--- src/sv/imf_pkg.sv ---
// Shared constants, register indexes and controller/datapath signal groups
// for the image median filter. No dependencies.
package imf_pkg;

    localparam int MAX_WIDTH  = 1024;
    localparam int MAX_RADIUS = 3;
    localparam int PIX_BITS   = 16;
    localparam int COL_BITS   = 10;
    localparam int ROW_BITS   = 12;
    localparam int WID_BITS   = 11;
    localparam int HGT_BITS   = 13;
    localparam int RAD_BITS   = 2;
    localparam int CFG_BITS   = 13;
    localparam int IDX_BITS   = 2;
    localparam int RING_ROWS  = 3 * MAX_RADIUS + 1;
    localparam int RING_BITS  = 4;
    localparam int ADDR_BITS  = RING_BITS + COL_BITS;
    localparam int MEM_DEPTH  = RING_ROWS * MAX_WIDTH;
    localparam int WIN_SIDE   = 2 * MAX_RADIUS + 1;
    localparam int WIN_MAX    = WIN_SIDE * WIN_SIDE;
    localparam int CNT_BITS   = 6;
    localparam int POS_BITS   = 24;
    localparam int HEIGHT_LIMIT = 4096;

    localparam logic [IDX_BITS-1:0] REG_WIDTH  = 2'd0;
    localparam logic [IDX_BITS-1:0] REG_HEIGHT = 2'd1;
    localparam logic [IDX_BITS-1:0] REG_RADIUS = 2'd2;

    typedef struct packed {
        logic latch;
        logic store;
        logic start_win;
        logic rd_issue;
        logic sel_shift;
        logic emit;
    } imf_cmd_t;

    typedef struct packed {
        logic emit_ok;
        logic win_last;
        logic sel_done;
        logic out_free;
    } imf_status_t;

endpackage

--- src/sv/imf_ctrl.sv ---
// Controller state machine for the image median filter.
// Depends on imf_pkg.
module imf_ctrl (
    input  logic                 clk,
    input  logic                 rst_n,
    input  logic                 in_valid,
    output logic                 in_stall,
    input  imf_pkg::imf_status_t status,
    output imf_pkg::imf_cmd_t    cmd
);
    import imf_pkg::*;

    typedef enum logic [6:0] {
        S_IDLE   = 7'b0000001,
        S_STORE  = 7'b0000010,
        S_TEST   = 7'b0000100,
        S_READ   = 7'b0001000,
        S_DRAIN  = 7'b0010000,
        S_SELECT = 7'b0100000,
        S_EMIT   = 7'b1000000
    } state_t;

    state_t state_reg, state_next;

    always_ff @(posedge clk or negedge rst_n)
    begin
        if (!rst_n)
        begin
            state_reg <= S_IDLE;
        end
        else
        begin
            state_reg <= state_next;
        end
    end

    assign in_stall = (state_reg != S_IDLE);

    always_comb
    begin
        state_next = state_reg;
        cmd        = '0;
        case (state_reg)
            S_IDLE:
            begin
                if (in_valid)
                begin
                    cmd.latch  = 1'b1;
                    state_next = S_STORE;
                end
            end
            S_STORE:
            begin
                cmd.store  = 1'b1;
                state_next = S_TEST;
            end
            S_TEST:
            begin
                if (status.emit_ok)
                begin
                    cmd.start_win = 1'b1;
                    state_next    = S_READ;
                end
                else
                begin
                    state_next = S_IDLE;
                end
            end
            S_READ:
            begin
                cmd.rd_issue = 1'b1;
                if (status.win_last)
                begin
                    state_next = S_DRAIN;
                end
            end
            S_DRAIN:
            begin
                state_next = S_SELECT;
            end
            S_SELECT:
            begin
                if (status.sel_done)
                begin
                    state_next = S_EMIT;
                end
                else
                begin
                    cmd.sel_shift = 1'b1;
                end
            end
            S_EMIT:
            begin
                if (status.out_free)
                begin
                    cmd.emit   = 1'b1;
                    state_next = S_IDLE;
                end
            end
            default:
            begin
                state_next = S_IDLE;
            end
        endcase
    end

endmodule

--- config.mk ---
export PLATFORM = sky130hd
export DESIGN_NAME = imf_ctrl
export DESIGN_NICKNAME = d
export VERILOG_FILES = /design/src/sv/imf_pkg.sv /design/src/sv/imf_ctrl.sv
export SDC_FILE = /design/constraint.sdc
export NUM_CORES = 1
export LEC_CHECK = 0
export ABC_CLOCK_PERIOD_IN_PS = 2700
export BUFFER_PORTS_ARGS = -buffer_cell sky130_fd_sc_hd__clkbuf_2
export CAP_MARGIN = 20
export CORE_AREA = 2 2 39 41
export CTS_BUF_LIST = sky130_fd_sc_hd__clkbuf_16
export DETAILED_ROUTE_END_ITERATION = 16
export DIE_AREA = 0 0 41 43
export PLACE_DENSITY = 0.7
export SETUP_SLACK_MARGIN = 0.4
export SYNTH_ARGS = -nofsm -noshare
export SYNTH_HDL_FRONTEND = slang
export SYNTH_SLANG_ARGS = --single-unit
--- constraint.sdc ---
create_clock -name clk -period 2.7 [get_ports clk]
set_clock_uncertainty 0.05 [all_clocks]
set_input_delay 0.135 -clock clk [delete_from_list [all_inputs] [get_ports clk]]
set_output_delay 0.135 -clock clk [all_outputs]
set_load 0.005 [all_outputs]
==> metrics.csv <==
metric,value,unit
io_pins,14,
synth_nets,56,
die_h,43,um
power_density,964,mW/mm^2
regArea,176,sq um
crit_arrival,1.87,ns
final_nets,76,
wl_met1,518,um
area_delta_synth_final,39.0,%
mostFrequentLayoutCells,"13 x clkbuf_2, 6 x dfrtp_1, 5 x nor2_1",
grtUsageTotal,0.154,
drive_above_1_share,0.353,
dr.max_layer_used,met4,
rows,14,
clock_path_buffers,2,
timing.setup.tns,0,ns
route.vias.total,476,
drv_cap,0,
drt_iter0_markers,13,
p_seq_frac,0.267,
status,"finished, final reports clean",
dr_wl_met2,521,um
power.total,0.000624,W
internal_power,0.000433,W
rrSetupSlack,0.70,ns
netlist_instances,49,
hp-class,input pin to flip-flop,
tightest_slew,0.347,ns
vias_per_cell,5.67,
grt_pass1_vias,419,
power_frac_comb,0.331,
cts_buffers,3,
swShare,0.306,
relSlewSlack,0.766,
peakVddDrop,0.293,mV
worst_setup_path_end_kind,output pin,
netSwitchingPower,0.000191,W
rsz0062_at_grt,no,
clkSinkCount,7,
largest_reg_flops,7,
fmax,486,MHz
grt_pass1_wl,1770,um
gp_congestion,0.795,
ys_seq_area_frac,0.379,
synth-seq-cells,7,
fin_area,647,sq um
die-area,0.00176,sq mm
path_class,flip-flop to output pin,
drt-pass1-iter-count,4,
critPathLaunchType,flip-flop,
antenna_cells,0,
tritoncts,built,
finalHoldViolations,0,
clk_latency,0.23,ns
pwr-share-clk,0.402,
postRouteAntennaNets,0,
worstPathMaxFanout,7,
dieWidth,41,um
maxSlewViolCount,0,
wire_per_inst,13.4,um
dr_wl_met3,63,um
grt_max_degree,9,
routed_wl,1130,um
h-tree-depth,1,
postPlaceCellArea,558,sq um
multi_input_area,282,sq um
cts_root_buf,clkbuf_16,
critical_path_required,2.52,ns
coreArea,0.00138,sq mm
grt-ovfl-total,0,
dp_hpwl,844,um
clk_pin_slew,0.04,ns
initial_core_util,0.336,
cellLeakagePower,0.332,nW
synth_area,465,sq um
antenna_found_initial,0,
final_common_cell,clkbuf_2,
cts-resized-gates,0,
drc,0,
post-route-period-util,0.763,
setup_viol,0,
yosysWarningCount,0,
portBuffers,13,
syn_area_per_cell,9.50,sq um
min_period,2.06,ns
n_fill_cell,147,
synth_cell_types,28,
-- repair_timing --
| item | CTS | global route |
|---|---|---|
| hold buffers | 1 | 0 |
| buffers inserted | 0 | 0 |
| endpoints found under the hold margin | 7 | 0 |
-- path summary, 6_finish.rpt --
| path | startpoint | depth (start not counted) | endpoint |
|---|---|---|---|
| worst max-delay path | state_reg[1]$_DFFE_PN0P_ | 4 | cmd[3] |
| worst min-delay path | status[2] | 2 | state_reg[4]$_DFFE_PN0P_ |
| worst min register to register | state_reg[0]$_DFFE_PN1P_ | 2 | state_reg[0]$_DFFE_PN1P_ |
| max in group asynchronous | rst_n | 2 | state_reg[0]$_DFFE_PN1P_ |
| min in group asynchronous | rst_n | 2 | state_reg[4]$_DFFE_PN0P_ |
| worst max register to register | state_reg[1]$_DFFE_PN0P_ | 4 | state_reg[0]$_DFFE_PN1P_ |
-- per-layer routing --
layer	global-route usage	vias to the layer above
met5	0	-
met1	0.195	225
li1	-	231
met3	0.0471	4
met4	0.120	0
met2	0.206	16
-- worst max-delay path, stage by stage (launching register included) --
cell and delay, ns:
dfrtp_1 0.42, or4_4 0.56, nor4b_1 0.36, and2_1 0.19
clkbuf_2 0.11
-- Yosys cell counts --
library cell  n  area [sq um]
nor2_1        5          18.8
or4_4         2          22.5
and2b_2       1          8.76
nor4b_1       2          17.5
a41oi_1       1          8.76
o211a_1       1          10.0
nor4_1        1          6.26
nand4b_1      1          8.76
nor3_1        2          10.0
xor2_1        1          8.76
and4_4        1          11.3
o21ai_0       2          10.0
and2_1        2          12.5
o211ai_1      1          7.51
or3_1         1          6.26
and4_1        1          8.76
nand3_1       3          15.0
dfrtp_1       6           150
a31oi_1       1          6.26
nand4_1       2          12.5
nor3b_1       1          7.51
a221oi_1      1          8.76
nor2b_1       2          12.5
and4b_2       2          22.5
inv_1         2          7.51
dfstp_2       1          26.3
or2b_1        1          7.51
nand2b_1      2          12.5
-- final cells by class --
| cell class | instances | share of cell area |
|---|---|---|
| inverter | 2 | 0.0116 |
| tap | 16 | 0.0309 |
| clock inverter | 1 | 0.00580 |
| multi-input combinational | 40 | 0.435 |
| timing repair buffer | 15 | 0.128 |
| clock buffer | 3 | 0.116 |
| sequential | 7 | 0.273 |
-- kinds of logic (layout without fill, tap and decap cells) --
family | after synthesis | in the layout | synth area share
and+or+nand+nor | 32 | 32 | 0.476
AOI/OAI and AO/OA | 7 | 7 | 0.110
DFF | 7 | 7 | 0.379
buffers and inverters | 2 | 21 | 0.0161
xor gates and xnor gates | 1 | 1 | 0.0188
-- power groups by stage --
stage / Sequential, W / Combinational [W] / Clock [W]
final: 0.000166 / 0.000206 / 0.000251
after global routing: 0.000170 / 0.000231 / 0.000262
after CTS: 0.000165 / 0.000206 / 0.000255
after detailed placement: 0.000166 / 0.000204 / 0
after global placement: 0.000164 / 0.000199 / 0
after floorplan: 0.000156 / 0.000147 / 0
-- stage by stage --
step                      utilization  setup slack [ns]  hold slack, ns  instances
after detailed placement        0.403             0.745         -0.0613         79
after global placement          0.403             0.774         -0.0645         79
after floorplan                     -             0.804          -0.211         49
after CTS                       0.467             0.637          0.0847         84
final                           0.467             0.641          0.0830         84
after global routing            0.467             0.484          0.0960         84
Note: power is estimated with default switching activity, not from simulation.
